--- src/rtl/ekrl_pkg.sv ---
// ----------------------------------------------------------------------------
// ekrl_pkg
// Shared types and constants of the multi-kind event ring log.
// ----------------------------------------------------------------------------
package ekrl_pkg;

    localparam int NUM_KINDS    = 6;
    localparam int MAX_SLOTS    = 256;
    localparam int NUM_CAP_REGS = 6;

    localparam int KIND_W      = 3;
    localparam int CNT_W       = 8;
    localparam int CAP_W       = 8;
    localparam int CFG_IDX_W   = 3;
    localparam int CFG_DATA_W  = 8;
    localparam int KIDX_W      = (NUM_KINDS > 1) ? $clog2(NUM_KINDS) : 1;
    localparam int STORE_DEPTH = NUM_KINDS * MAX_SLOTS;
    localparam int STORE_AW    = $clog2(STORE_DEPTH);

    localparam int YEAR_W      = 6;
    localparam int MONTH_W     = 4;
    localparam int DAY_W       = 5;
    localparam int HOUR_W      = 5;
    localparam int MINUTE_W    = 6;
    localparam int YEAR_FULL_W = 12;

    // Largest usable capacity: limited by the slot store and by the count width.
    localparam int CAP_LIMIT = (MAX_SLOTS > 255) ? 255 : MAX_SLOTS;

    localparam logic [YEAR_FULL_W-1:0] YEAR_BASE = 12'd2000;

    typedef logic [CAP_W-1:0] t_cap_array [NUM_CAP_REGS];
    localparam t_cap_array CAP_RESET = '{8'd200, 8'd200, 8'd100, 8'd100, 8'd50, 8'd50};

    typedef enum logic {
        REQ_LOG  = 1'b0,
        REQ_READ = 1'b1
    } t_req;

    // Packed in the order year, month, day, hour, minute (year in the top bits).
    typedef struct packed {
        logic [YEAR_W-1:0]   year;
        logic [MONTH_W-1:0]  month;
        logic [DAY_W-1:0]    day;
        logic [HOUR_W-1:0]   hour;
        logic [MINUTE_W-1:0] minute;
    } t_stamp;

    typedef struct packed {
        logic [CNT_W-1:0] count;
        logic [CNT_W-1:0] newest;
    } t_ptr_entry;

    typedef struct packed {
        logic              rd_en;
        logic [KIDX_W-1:0] rd_idx;
        logic              wr_en;
        logic [KIDX_W-1:0] wr_idx;
        t_ptr_entry        wr_data;
    } t_ptr_req;

    typedef struct packed {
        logic                rd_en;
        logic                wr_en;
        logic [STORE_AW-1:0] addr;
        t_stamp              wr_data;
    } t_store_req;

    typedef struct packed {
        logic             start;
        logic [CNT_W-1:0] a;
        logic [CAP_W-1:0] b;
    } t_mod_req;

    typedef struct packed {
        logic             done;
        logic [CAP_W-1:0] rem;
    } t_mod_rsp;

    typedef struct packed {
        logic                   found;
        logic [CNT_W-1:0]       order_number;
        logic [YEAR_FULL_W-1:0] year_full;
        logic [MONTH_W-1:0]     month_out;
        logic [DAY_W-1:0]       day_out;
        logic [HOUR_W-1:0]      hour_out;
        logic [MINUTE_W-1:0]    minute_out;
        logic [CNT_W-1:0]       stored_count;
    } t_result;

endpackage

--- src/rtl/ekrl_mod.sv ---
// ----------------------------------------------------------------------------
// ekrl_mod
// Restoring remainder unit, one quotient bit per cycle.
// ----------------------------------------------------------------------------
module ekrl_mod (
    input  logic                i_clk,
    input  logic                i_rst_n,
    input  ekrl_pkg::t_mod_req  i_req,
    output ekrl_pkg::t_mod_rsp  o_rsp
);
    import ekrl_pkg::*;

    localparam int STEP_W = (CNT_W > 1) ? $clog2(CNT_W) : 1;

    logic              r_busy;
    logic              r_done;
    logic [STEP_W-1:0] r_step;
    logic [CNT_W-1:0]  r_a;
    logic [CAP_W-1:0]  r_b;
    logic [CAP_W-1:0]  r_rem;

    logic [CAP_W:0]    n_shift;
    logic [CAP_W:0]    n_diff;
    logic              n_ge;

    always_comb begin
        n_shift = {r_rem, r_a[CNT_W-1]};
        n_ge    = n_shift >= {1'b0, r_b};
        n_diff  = n_shift - {1'b0, r_b};
    end

    always_ff @(posedge i_clk) begin
        if (!i_rst_n) begin
            r_busy <= 1'b0;
            r_done <= 1'b0;
        end else begin
            r_done <= 1'b0;
            if (i_req.start) begin
                r_busy <= 1'b1;
                r_step <= STEP_W'(CNT_W - 1);
                r_a    <= i_req.a;
                r_b    <= i_req.b;
                r_rem  <= '0;
            end else if (r_busy) begin
                // The partial remainder stays below the divisor, so it fits CAP_W bits.
                r_rem <= n_ge ? n_diff[CAP_W-1:0] : n_shift[CAP_W-1:0];
                r_a   <= {r_a[CNT_W-2:0], 1'b0};
                r_step <= r_step - STEP_W'(1);
                if (r_step == '0) begin
                    r_busy <= 1'b0;
                    r_done <= 1'b1;
                end
            end
        end
    end

    assign o_rsp.done = r_done;
    assign o_rsp.rem  = r_rem;

endmodule

--- config.mk ---
export PLATFORM = sky130hd
export DESIGN_NAME = ekrl_mod
export DESIGN_NICKNAME = d
export VERILOG_FILES = /design/src/rtl/ekrl_pkg.sv /design/src/rtl/ekrl_mod.sv
export SDC_FILE = /design/constraint.sdc
export NUM_CORES = 1
export LEC_CHECK = 0
export BUFFER_PORTS_ARGS = -buffer_cell sky130_fd_sc_hd__buf_2
export CORE_MARGIN = 3
export CORE_UTILIZATION = 55
export CTS_CLUSTER_SIZE = 40
export DETAILED_ROUTE_END_ITERATION = 16
export PLACE_DENSITY = 0.78
export SLEW_MARGIN = 40
export SYNTH_ARGS = -nofsm -noshare
export SYNTH_HDL_FRONTEND = slang
export SYNTH_SLANG_ARGS = --single-unit
--- constraint.sdc ---
create_clock -name i_clk -period 2.4 [get_ports i_clk]
set_clock_uncertainty 0.05 [all_clocks]
set_input_delay 0.36 -clock i_clk [delete_from_list [all_inputs] [get_ports i_clk]]
set_output_delay 0.36 -clock i_clk [all_outputs]
set_load 0.01 [all_outputs]
==> impl_metrics.yaml <==
synth:
  synthesis.area_um2: 1649
  synthArstFlopShare: 0
  ys.flop_type: "edfxtp_1"
  synth_top_area_frac: 0.4917
  synth_area_leader_cell: "edfxtp_1"
  synthesis.nets: 162
  synthMostInstantiatedCell: "edfxtp_1"
  synth_edf_count: 27
  synth_area_leaders: "edfxtp_1 (49%), ha_1 (7.6%), mux2_2 (4.8%), inv_1 (3.2%), dfxtp_1 (2.4%)"
  syn_area_per_cell_um2: 12.49
  ys_seq_elements: 29
  netlist_top_cells_count: "edfxtp_1 (27), inv_1 (14), ha_1 (10), a21oi_1 (7), mux2_2 (7)"
  synthCells: 132
  ys_warn_count: 0
  ys_seq_area_frac: 0.5159
  ys_types: 45
setup_path:
  rrSetupSlack_ns: 0.17
  r2r-start: "r_rem[5]"
  crit_type: "reg -> reg"
  crit-reg2reg-capture: "r_rem[3]"
  worst-path-buf-inv: 0
  path_cells: "ha_1, a21o_1, a211o_1, o211ai_1, a21oi_1"
  critPathArrivalTime_ns: 2.26
  cp_slowest_cell: "a211o_1"
  crit_required_ns: 2.43
  max_stage_delay_ns: 0.45
  critPathLaunchType: "flop"
  reg2reg_depth: 5
  cp-end-kind: "flop"
  cpLargestDelayFamily: "compound AO/OA/AOI/OAI gates"
  path_max_fanout: 8
clocking:
  post_cts_buffers: 0
  path_clk_slew_ns: 0.10
  clock_latency_ns: 0.33
  hold_buffers: 0
  cts-root-buf: "clkbuf_4"
  clockBufferDepth: 2
  tritoncts: "built"
  cts.sinks: 29
  numCtsBuffers: 5
  h-tree-depth: 2
  post_cts_resize_count: 0
run:
  drv_cap: 0
power:
  vdd_ir_drop_max_mv: 0.4200
  powerDensity_nw_per_um2: 707.6
  leakagePower_nw: 0.7873
timing:
  max_freq_mhz: 447.9
  tightest_slew_ns: 0.4165
  slew_headroom: 0.7151
  finalCritPeriodShare: 0.9303
  setup_tns_ns: 0
  final-setup-viol-count: 0
  drv_slew: 0
  hold_viol: 0
  grt_setup_unrepaired: "false"
  fin_crit_ns: 2.233
global_routing:
  grt_usage: 0.1884
  grt_pass1_wl_um: 4830
  grt_pass1_vias: 1112
  grt_max_degree: 23
  grt_antenna_before_repair: 0
  gr-total-overflow: 0
cells_and_area:
  nFillCells: 221
  fin_nets: 194
  drive_above_1_share: 0.3152
  n_antenna_cell: 0
  final_cell_area_um2: 1901
  final_util: 0.6775
  area_delta_synth_final_pct: 15.25
drt:
  route.detailed.drc: 0
  num_vias: 1193
  drt_wl_total_um: 3222
  ant_nets: 0
  viasPerCell: 6.087
  post_drt_wl_per_cell_um: 16.44
  dr.pass1.iters: 4
  drtIter0Drc: 45
outcome:
  status: "finished, final reports clean"
floorplanning:
  die_w_um: 60.76
  start_util: 0.5879
  io-pin-count: 28
  die_height_um: 60.76
  rows: 19
  die_area_um2: 3691
  core-area_um2: 2805
place:
  io_buffers: 27
  dpl_cell_area_um2: 1815
  dp_hpwl_um: 2412
  place.gp.congestion: 0.8665
min_path:
  hold_end: "r_b[3]"
  min-delay-start: "i_req[3]"
  worstHoldPathType: "in -> reg"
  whs_path_depth: 1
how the worst max path moves through the flow:
stage                        start  endpoint  slack [ns]  cells past startpoint
after floorplan           r_rem[5]  r_rem[3]        0.41                      5
after global placement    r_rem[0]  r_rem[3]        0.25                      6
after detailed placement  r_rem[5]  r_rem[3]        0.19                      5
after CTS                 r_rem[5]  r_rem[3]        0.18                      5
after global routing      r_rem[0]  r_rem[3]        0.08                      6
final                     r_rem[5]  r_rem[3]        0.17                      5
state kept, by name, summed over array words and instances, names as in the netlist:
register	cells
r_a	8
r_rem	8
r_done	1
r_b	8
r_step	3
r_busy	1
where the power goes:
part	internal [mW]	switching [mW]
Sequential	0.600	0.0202
Combinational	0.133	0.176
Clock	0.249	0.167
per-layer routing:
metal,up-vias,global-route usage,part of all wire
met5,-,0,0
met4,0,0.1053,0.032
met3,11,0.07660,0.071
met2,55,0.2779,0.47
met1,562,0.2347,0.42
li1,565,-,-
per-stage QoR:
step                      setup slack, ns  power, mW  hold slack [ns]  cells
after floorplan                    0.4060     0.8511           0.4089    132
after CTS                          0.1763      1.351           0.1383    196
after global placement             0.2450     0.9224           0.4468    188
after global routing              0.07545      1.401           0.1345    196
after detailed placement           0.1868     0.9370           0.4533    188
final                              0.1674      1.345           0.1536    196
cell families (layout without fill, tap and decap cells):
kind of cell | count (synthesis) | after routing | synth area share
AO/OA/AOI/OAI | 37 | 37 | 0.1920
XOR/XNOR | 1 | 1 | 0.005312
adder cells (fa/ha/maj) | 11 | 11 | 0.08801
buffers and inverters | 17 | 50 | 0.04097
flip-flops | 29 | 29 | 0.5159
multiplexers | 7 | 7 | 0.04780
AND/OR/NAND/NOR | 30 | 30 | 0.1100
placed cells by master, fill, tap and decap left out, types with 2 or more instances in the layout:
cell	instances
buf_2	27
a211o_1	2
nor3_1	4
a21oi_1	7
nand3_1	6
and2_1	2
o21ai_0	6
nand2_1	2
edfxtp_1	27
inv_1	14
mux2_2	7
o21a_1	3
nand2b_1	4
clkbuf_4	5
ha_1	10
nor2b_1	4
dfxtp_1	2
a211oi_1	3
final cells by class:
cell class | count | area, µm² | share of cell area
repair buffers | 28 | 142.6 | 0.07505
multi-input cells | 86 | 730.7 | 0.3845
well taps | 31 | 38.79 | 0.02041
clock inverters | 1 | 30.03 | 0.01580
inverters | 14 | 52.55 | 0.02765
flip-flops and latches | 29 | 850.8 | 0.4477
clock buffers | 7 | 55.05 | 0.02897
worst register-to-register path, cell delays in order, from the launching register on:
cell and delay, ns:
edfxtp_1 0.44, ha_1 0.41, a21o_1 0.27, a211o_1 0.45, o211ai_1 0.27, a21oi_1 0.09
No activity file was read; power rests on OpenSTA's default activity.
