$ cat src/rtl/ekrl_pkg.sv
// ----------------------------------------------------------------------------
// ekrl_pkg
// Shared types and constants of the multi-kind event ring log.
// ----------------------------------------------------------------------------
package ekrl_pkg;

    localparam int NUM_KINDS    = 6;
    localparam int MAX_SLOTS    = 256;
    localparam int NUM_CAP_REGS = 6;

    localparam int KIND_W      = 3;
    localparam int CNT_W       = 8;
    localparam int CAP_W       = 8;
    localparam int CFG_IDX_W   = 3;
    localparam int CFG_DATA_W  = 8;
    localparam int KIDX_W      = (NUM_KINDS > 1) ? $clog2(NUM_KINDS) : 1;
    localparam int STORE_DEPTH = NUM_KINDS * MAX_SLOTS;
    localparam int STORE_AW    = $clog2(STORE_DEPTH);

    localparam int YEAR_W      = 6;
    localparam int MONTH_W     = 4;
    localparam int DAY_W       = 5;
    localparam int HOUR_W      = 5;
    localparam int MINUTE_W    = 6;
    localparam int YEAR_FULL_W = 12;

    // Largest usable capacity: limited by the slot store and by the count width.
    localparam int CAP_LIMIT = (MAX_SLOTS > 255) ? 255 : MAX_SLOTS;

    localparam logic [YEAR_FULL_W-1:0] YEAR_BASE = 12'd2000;

    typedef logic [CAP_W-1:0] t_cap_array [NUM_CAP_REGS];
    localparam t_cap_array CAP_RESET = '{8'd200, 8'd200, 8'd100, 8'd100, 8'd50, 8'd50};

    typedef enum logic {
        REQ_LOG  = 1'b0,
        REQ_READ = 1'b1
    } t_req;

    // Packed in the order year, month, day, hour, minute (year in the top bits).
    typedef struct packed {
        logic [YEAR_W-1:0]   year;
        logic [MONTH_W-1:0]  month;
        logic [DAY_W-1:0]    day;
        logic [HOUR_W-1:0]   hour;
        logic [MINUTE_W-1:0] minute;
    } t_stamp;

    typedef struct packed {
        logic [CNT_W-1:0] count;
        logic [CNT_W-1:0] newest;
    } t_ptr_entry;

    typedef struct packed {
        logic              rd_en;
        logic [KIDX_W-1:0] rd_idx;
        logic              wr_en;
        logic [KIDX_W-1:0] wr_idx;
        t_ptr_entry        wr_data;
    } t_ptr_req;

    typedef struct packed {
        logic                rd_en;
        logic                wr_en;
        logic [STORE_AW-1:0] addr;
        t_stamp              wr_data;
    } t_store_req;

    typedef struct packed {
        logic             start;
        logic [CNT_W-1:0] a;
        logic [CAP_W-1:0] b;
    } t_mod_req;

    typedef struct packed {
        logic             done;
        logic [CAP_W-1:0] rem;
    } t_mod_rsp;

    typedef struct packed {
        logic                   found;
        logic [CNT_W-1:0]       order_number;
        logic [YEAR_FULL_W-1:0] year_full;
        logic [MONTH_W-1:0]     month_out;
        logic [DAY_W-1:0]       day_out;
        logic [HOUR_W-1:0]      hour_out;
        logic [MINUTE_W-1:0]    minute_out;
        logic [CNT_W-1:0]       stored_count;
    } t_result;

endpackage

$ cat src/rtl/ekrl_ptr_table.sv
// ----------------------------------------------------------------------------
// ekrl_ptr_table
// Per-kind count and newest-slot memory, registered read.
// Entries never written since reset read as zero through their valid bits.
// ----------------------------------------------------------------------------
module ekrl_ptr_table (
    input  logic                  i_clk,
    input  logic                  i_rst_n,
    input  ekrl_pkg::t_ptr_req    i_req,
    output ekrl_pkg::t_ptr_entry  o_rd_data
);
    import ekrl_pkg::*;

    t_ptr_entry            r_mem [NUM_KINDS];
    logic [NUM_KINDS-1:0]  r_vld;
    t_ptr_entry            r_rd_data;
    logic                  r_rd_vld;

    always_ff @(posedge i_clk) begin
        if (!i_rst_n) begin
            r_vld    <= '0;
            r_rd_vld <= 1'b0;
        end else begin
            if (i_req.wr_en) begin
                r_vld[i_req.wr_idx] <= 1'b1;
            end
            if (i_req.rd_en) begin
                r_rd_vld <= r_vld[i_req.rd_idx];
            end
        end
    end

    always_ff @(posedge i_clk) begin
        if (i_req.wr_en) begin
            r_mem[i_req.wr_idx] <= i_req.wr_data;
        end
        if (i_req.rd_en) begin
            r_rd_data <= r_mem[i_req.rd_idx];
        end
    end

    assign o_rd_data = r_rd_vld ? r_rd_data : '0;

endmodule

$ cat config.mk
export PLATFORM = sky130hd
export DESIGN_NAME = ekrl_ptr_table
export DESIGN_NICKNAME = d
export VERILOG_FILES = /design/src/rtl/ekrl_pkg.sv /design/src/rtl/ekrl_ptr_table.sv
export SDC_FILE = /design/constraint.sdc
export NUM_CORES = 1
export LEC_CHECK = 0
export ABC_AREA = 1
export BUFFER_PORTS_ARGS = -buffer_cell sky130_fd_sc_hd__buf_4
export CORE_ASPECT_RATIO = 1.25
export CORE_MARGIN = 2
export CORE_UTILIZATION = 55
export DETAILED_ROUTE_END_ITERATION = 10
export PLACE_DENSITY = 0.86
export SLEW_MARGIN = 20
export SYNTH_ARGS = -nofsm -noshare
export SYNTH_HDL_FRONTEND = slang
export SYNTH_SLANG_ARGS = --single-unit
$ cat constraint.sdc
create_clock -name i_clk -period 3.2 [get_ports i_clk]
set_clock_uncertainty 0.1 [all_clocks]
set_input_delay 0.32 -clock i_clk [delete_from_list [all_inputs] [get_ports i_clk]]
set_output_delay 0.32 -clock i_clk [all_outputs]
set_load 0.02 [all_outputs]
==> metrics.md, run 1 <==
| Metric | Value |
|---|---|
| Proportion of synthesized area in mux cells | `0%` |
| Starting DRC count in detailed routing | `527` |
| Maximum root-to-sink buffer count | `2` |
| Avg Vias per Cell | `5.668` |
| Worst Min Path Start | `i_req[16]` |
| Final worst slack | `0.8512 ns` |
| Layout Nets | `470` |
| 1st-pass router iterations | `5` |
| Num rows | `37` |
| Post-Synth Adder-Cell Area | `0%` |
| Worst slack, placed | `1.312 ns` |
| Post-synthesis to final-layout area growth | `23.59%` |
| DRT Wirelength | `10,240 um` |
| Routability cong. | `0.8005` |
| Largest net degree at the start of global routing | `53` |
| Simple-Gate Fraction of Synth Area | `14.91%` |
| Htree depth | `4` |
| Gr usage total | `24.06%` |
| Critical Path RT | `3.25 ns` |
| Minimum clock period | `2.349 ns` |
| VDD IR max | `0.4723 mV` |
| CP arrival | `2.40 ns` |
| Top cells by area, synth | `edfxtp_1, nand2_1, nand3_1` |
| Core Area | `8240 um^2` |
| Port Buf Inserts | `41` |
| R2R Path Start | `r_rd_vld` |
| Final Cycle Share | `73.40%` |
| CTS Buf Count | `17` |
| Avg Cell Area, Syn | `12.19 um^2` |
| Hold Path Class | `input port to flip-flop` |
| DRC | `0` |
| Die height | `106.9 um` |
| Netlist cell types | `17` |
| Synth Warn # | `0` |
| Critical Setup Path Class | `input port to flip-flop` |
| Crit-path max FO | `16` |
| FF-to-FF path depth | `2` |
| Vias in the first global route | `3,168` |
| Post-CTS Setup Inserts | `0` |
| Setup crit end kind | `flip-flop` |
| Die ar. | `9224 um^2` |
| Worst relative slew slack | `44.01%` |
| Total grt overflow | `0` |
| Sequential share of power | `46.3%` |
| Upper clock frequency limit | `425.7 MHz` |
| WHS | `0.05041 ns` |
| Layout cells sized above 1 | `15.32%` |
| Max Cap Violations | `0` |
| CTS sink cnt | `119` |
| Hold Path Sink | `r_vld[0]` |
| Starting Density | `56.51%` |
| P_int | `3092 uW` |
| First-pass GRT wire length | `15,720 um` |
| Mapped Nets | `408` |
| Post-synth top area cell | `edfxtp_1` |
| PwrDens | `673.3 nW/um^2` |
| Clock slew at reported path FFs | `0.05 ns` |
| Synthesized area | `4657 um^2` |
| Slew @ Worst Pin | `0.8390 ns` |
| Status | `finished clean` |
| Critical Path Source Type | `input port` |
| Net Sw Frac | `20.19%` |
| DP Wirelength | `5467 um` |
| Final hold violations | `0` |
| WL/cell | `18.49 um` |
| Clock Latency Late Sink | `0.52 ns` |
| Fin Setup TNS | `0 ns` |
| Clk pwr share | `47.9%` |
| Hold path depth | `4` |
| Worst r2r dst | `r_rd_vld` |
| Root buffer selected by CTS | `clkbuf_8` |
| I/O pin count | `42` |
| Final core occ | `69.85%` |
| Sw power | `782.5 uW` |
| Die extent in x | `86.30 um` |
| Yosys top cell area share | `72.22%` |
| Largest family of logic cells by synthesized area | `simple AND/OR/NAND/NOR gates` |
| Overall power | `3875 uW` |
| Setup slack, reg-to-reg | `2.05 ns` |
| Routed vias | `3,140` |
| Final setup fails | `0` |
| Initial antenna violation count | `0` |
| Synth Area in Compound Gates | `4.379%` |
| Synth Register Bits | `119` |
| ANT nets after route | `0` |
| Seq/Total Area, Yosys | `75.23%` |
| Combinational share of power | `5.8%` |
| Max-slew violations | `0` |
| CTS tree | `done` |
| Synth Area in XOR/XNOR | `0%` |
| Unrepaired setup endpoints after global routing | `false` |
| Leakage power | `0.002315 uW` |
| Cells after Synth | `382` |
| # diodes | `0` |
registers in the layout (all words and copies together), names as in the netlist:
signal     count
r_mem         96
r_vld          6
r_rd_data     16
r_rd_vld       1
critical path: stages:
cell           delay, ns
dlygate4sd3_1       0.55
buf_4               0.16
nor2_1              0.16
dlygate4sd3_1       0.57
nand2_1             0.07
inv_1               0.56
power groups by stage:
stage | Clock [uW] | Sequential, uW | Combinational [uW]
6_report | 1850 | 1790 | 226
5_1_grt | 1940 | 1800 | 247
4_1_cts | 1860 | 1790 | 222
3_5_place_dp | 0 | 1820 | 199
3_3_place_gp | 0 | 1820 | 187
2_1_floorplan | 0 | 1810 | 122
cells in the final DEF (no fill, tap or decap):
cell	instances
bufinv_16	4
inv_4	2
clkinv_2	4
clkbuf_1	1
inv_1	34
dfxtp_1	7
a21oi_1	6
a21oi_2	1
nor2_1	21
edfxtp_1	112
clkbuf_8	1
inv_2	1
buf_4	41
clkbuf_16	16
clkinv_1	6
nand2_1	96
o21ai_0	27
o21ai_1	6
nand3_1	51
dlygate4sd3_1	20
synth_stat cells (all sizes together):
library cell  instances
edfxtp              112
nand2                96
nand3                51
inv                  37
o21ai                33
nor2                 21
buf                  16
a21oi                 7
dfxtp                 7
clkbuf                2
worst max path at each step:
stage	startpoint	end	slack, ns	cells after the start
final	i_req[18]	r_mem[1][5]	0.85	6
after global routing	i_req[17]	r_mem[1][5]	0.75	6
after CTS	i_req[17]	r_mem[1][0]	0.91	6
after detailed placement	i_req[20]	r_rd_data[9]	1.31	6
after global placement	i_req[20]	r_rd_data[9]	1.40	6
after floorplan	i_req[19]	r_mem[0][0]	1.84	4
area by class of cell:
cell class,instances,area (um^2)
clock buffer,18,417.9
clock inverter,14,162.7
fill,522,2485
inverter,37,143.9
multi-input combinational,208,898.4
sequential,119,3503
tap,97,121.4
timing repair buffer,61,508.0
through the flow:
step                area, um^2  std cells
global placement          4975        502
global route              5756        554
finish                    5756        554
floorplan                 4657        382
CTS                       5756        554
detailed placement        4975        502
repair_timing:
action,in CTS,in global routing
resized for setup,0,0
hold endpoints to repair,100,0
hold buffers,20,0
endpoints found under the setup margin,0,0
routing by layer:
layer / routed length [um] / GRT usage, %
met5: 0 / 0
met2: 5146 / 39.09
met1: 3652 / 26.95
met4: 325 / 13.06
met3: 1116 / 9.700
cell families (layout without fill, tap and decap cells):
kind of cell           after synthesis  after routing
AOI/OAI and AO/OA                   40             40
buffers and inverters               55            130
DFF                                119            119
and+or+nand+nor                    168            168
Power figures use the tool's default switching activity.
==> run 2, diff against run 1 <==
ABC_AREA = 0   (was 1)
CORE_UTILIZATION = 53   (was 55)
clock period = 2.1 ns   (was 3.2 ns; I/O delays follow)
==> run 2 against run 1 <==
Effect of this change:
- sequential cell count stayed put
- largest power group is now sequential cells
- routed wire length down 20%
- clock power increased by 45%
- setup slack worse by 0.60 ns
- combinational power grew 37%
- critical endpoint is now o_rd_data[4]
- die area increased by 1.2%
- sequential power up 52%
==> metrics.md, run 2 <==
| Metric | Value |
|---|---|
| Status | `finished clean` |
| Multi-input gate area | `964.7 um^2 (+7.4%)` |
| Root buffer selected by CTS | `clkbuf_8` |
| Synth Warn # | `0 (unchanged)` |
| DP Area | `4977 um^2 (about the same)` |
| DRC | `0 (unchanged)` |
| Cts repair resizes | `0 (unchanged)` |
| Most frequent cells in the layout | `edfxtp_1, buf_4, mux2i_1, nor2_1, dlygate4sd3_1` |
| Post-synth top area cell | `edfxtp_1` |
| Clk pwr share | `47.0% (-0.9 points)` |
| First-pass GRT wire length | `13,190 um (-16%)` |
| Initial antenna violation count | `0 (unchanged)` |
| 1st-pass router iterations | `4 (-1)` |
| Worst relative slew slack | `65.88% (+22 points)` |
| Most common library cells after synthesis | `edfxtp_1, mux2i_1, nor2_1, a21oi_1, and2_1` |
| Critical Setup Path Class | `flip-flop to output pin` |
| ANT nets after route | `0 (unchanged)` |
| Seq/Total Area, Yosys | `77.09% (+1.9 points)` |
| Vias in the first global route | `2,527 (-20%)` |
| Critical Path Source Type | `flip-flop` |
| # diodes | `0 (unchanged)` |
| CTS Buf Count | `17 (unchanged)` |
| Final setup fails | `0 (unchanged)` |
| Clock slew at reported path FFs | `0.05 ns (about the same)` |
| Largest registers | `r_mem: 96 flops, r_rd_data: 16 flops, r_vld: 6 flops` |
| Cell family with most CP delay | `flip-flops` |
| Upper clock frequency limit | `541.2 MHz` |
| Maximum root-to-sink buffer count | `2 (unchanged)` |
| Post-synth EDFFs | `112 (unchanged)` |
| Register Area | `3503 um^2 (unchanged)` |
| Primary FF master, synth | `edfxtp_1` |
| Setup slack, reg-to-reg | `0.68 ns (-1.37 ns)` |
| Max FFs per register | `96 (unchanged)` |
| VDD IR max | `0.6111 mV (+29%)` |
| Most common cell in the netlist | `edfxtp_1` |
| Setup crit end kind | `output pin` |
| CP peak stage delay | `0.64 ns (+0.07 ns)` |
| Sequential share of power | `47.6% (+1.3 points)` |
| Critical Path RT | `1.79 ns (-1.46 ns)` |
| Total grt overflow | `0 (unchanged)` |
| Port Buf Inserts | `41 (unchanged)` |
| Starting DRC count in detailed routing | `149 (-72%)` |
| WHS | `0.1126 ns (+0.06222 ns)` |
| CTS sink cnt | `119 (unchanged)` |
| DP Wirelength | `4471 um (-18%)` |
| Netlist cell types | `24 (+7)` |
| Combinational share of power | `5.4% (-0.4 points)` |
| Layout Nets | `335 (-29%)` |
| Commonest non-fill, non-tap cell in the layout | `edfxtp_1` |
| PwrDens | `1001 nW/um^2 (+49%)` |
| Max Cap Violations | `0 (unchanged)` |
| Fin Setup TNS | `0 ns (unchanged)` |
| Yosys top cell area share | `74.01% (+1.8 points)` |
| Die extent in x | `86.82 um (+0.60%)` |
| Avg Vias per Cell | `5.561 (-1.9%)` |
| Slew @ Worst Pin | `0.5111 ns (-0.3279 ns)` |
| P_int | `4626 uW (+50%)` |
| Die height | `107.5 um (+0.60%)` |
| Worst slack, placed | `0.4468 ns (-0.8655 ns)` |
| Sw power | `1097 uW (+40%)` |
| Layout cells sized above 1 | `27.33% (+12 points)` |
| Num rows | `37 (unchanged)` |
| Synthesized area | `4544 um^2 (-2.4%)` |
| Avg Cell Area, Syn | `19.50 um^2 (+60%)` |
| Minimum clock period | `1.848 ns` |
| CP Cell Sequence | `and2_1 -> buf_4` |
| Top cells by area, synth | `edfxtp_1, mux4_2, mux4_1` |
| WL/cell | `19.60 um (+6.0%)` |
| Leakage power | `0.002076 uW (-10%)` |
| Final core occ | `68.99% (-0.86 points)` |
| Routability cong. | `0.7099 (-11%)` |
| Largest net degree at the start of global routing | `36 (-32%)` |
| Crit-path slowest cell | `dfxtp_1` |
| Die ar. | `9335 um^2 (+1.2%)` |
| Asr flop ratio synth | `0% (unchanged)` |
| Unrepaired setup endpoints after global routing | `false` |
| Gr usage total | `20.19% (-3.9 points)` |
| Post-route design area | `5717 um^2 (-0.67%)` |
| Clock Latency Late Sink | `0.51 ns (about the same)` |
| Core Area | `8287 um^2 (+0.56%)` |
| Final worst slack | `0.2522 ns (-0.5990 ns)` |
| Final Cycle Share | `87.99%` |
| Most flop-heavy register | `r_mem` |
| Post-synthesis to final-layout area growth | `25.80%` |
| CP bufs+invs | `1 (-3)` |
| CTS tree | `done` |
| DRT Wirelength | `8212 um (-20%)` |
| Htree depth | `4 (unchanged)` |
| Crit-path max FO | `17 (+1)` |
| Max-slew violations | `0 (unchanged)` |
| Hold Path Class | `input port to flip-flop` |
| Cells after Synth | `233 (-39%)` |
| CP arrival | `1.54 ns (-0.86 ns)` |
| Routed vias | `2,330 (-26%)` |
| I/O pin count | `42 (unchanged)` |
| Net Sw Frac | `19.17% (-1.0 points)` |
| Final hold violations | `0 (unchanged)` |
| Synth Register Bits | `119 (unchanged)` |
| Starting Density | `54.84% (-1.7 points)` |
| Mapped Nets | `259 (-37%)` |
| Filler cell count | `510 (-2.3%)` |
[run 2: final timing paths]
path | endpoint | start | depth (start not counted)
max reg2reg | r_rd_data[14] | r_mem[3][14] | 3
min | r_rd_data[15] | i_req[22] | 2
min reg2reg | r_vld[1] | r_vld[1] | 1
max | o_rd_data[4] | r_rd_vld | 2
[run 2: area by class of cell]
cell class | count | share of cell area [%]
well taps | 97 | 2.123
flip-flops and latches | 119 | 61.28
clock buffers | 20 | 7.441
clock inverters | 12 | 2.342
multi-input cells | 103 | 16.87
repair buffers | 68 | 9.937
[run 2: kinds of logic after synthesis]
kind of cell           share of synthesized area (%)
flip-flops                                     77.09
AND/OR/NAND/NOR                                4.956
multiplexers                                   12.72
AO/OA/AOI/OAI                                  3.221
buffers and inverters                          2.010
[run 2: worst reg2reg max path, stage by stage, from the launching register on]
cell and delay [ns]:
edfxtp_1 0.37, mux4_2 0.47, nor2_1 0.13, a21oi_1 0.07
[run 2: power groups by stage]
stage                     registers, uW  logic, uW  clock network (uW)
after floorplan                    2760        168                   0
after global placement             2760        271                   0
after detailed placement           2770        283                   0
after CTS                          2720        314                2740
after global routing               2730        339                2850
final                              2720        310                2690
[run 2: timing repair]
| action | in CTS | in global routing |
|---|---|---|
| hold buffers | 18 | 0 |
| buffers inserted | 0 | 0 |
| hold endpoints to repair | 119 | 0 |
[run 2: metal layers]
| layer | routed length, um | vias up | global-route usage, % |
|---|---|---|---|
| met1 | 3138 | 1168 | 23.44 |
| met3 | 502 | 2 | 6.135 |
| met4 | 55 | 0 | 10.60 |
| met5 | 0 | - | 0 |
| li1 | - | 1079 | - |
| met2 | 4515 | 81 | 33.42 |
[run 2: per-stage QoR]
step	std cells	power [uW]
floorplan	233	2925
global placement	369	3033
detailed placement	369	3051
CTS	419	5779
global route	419	5913
finish	419	5723
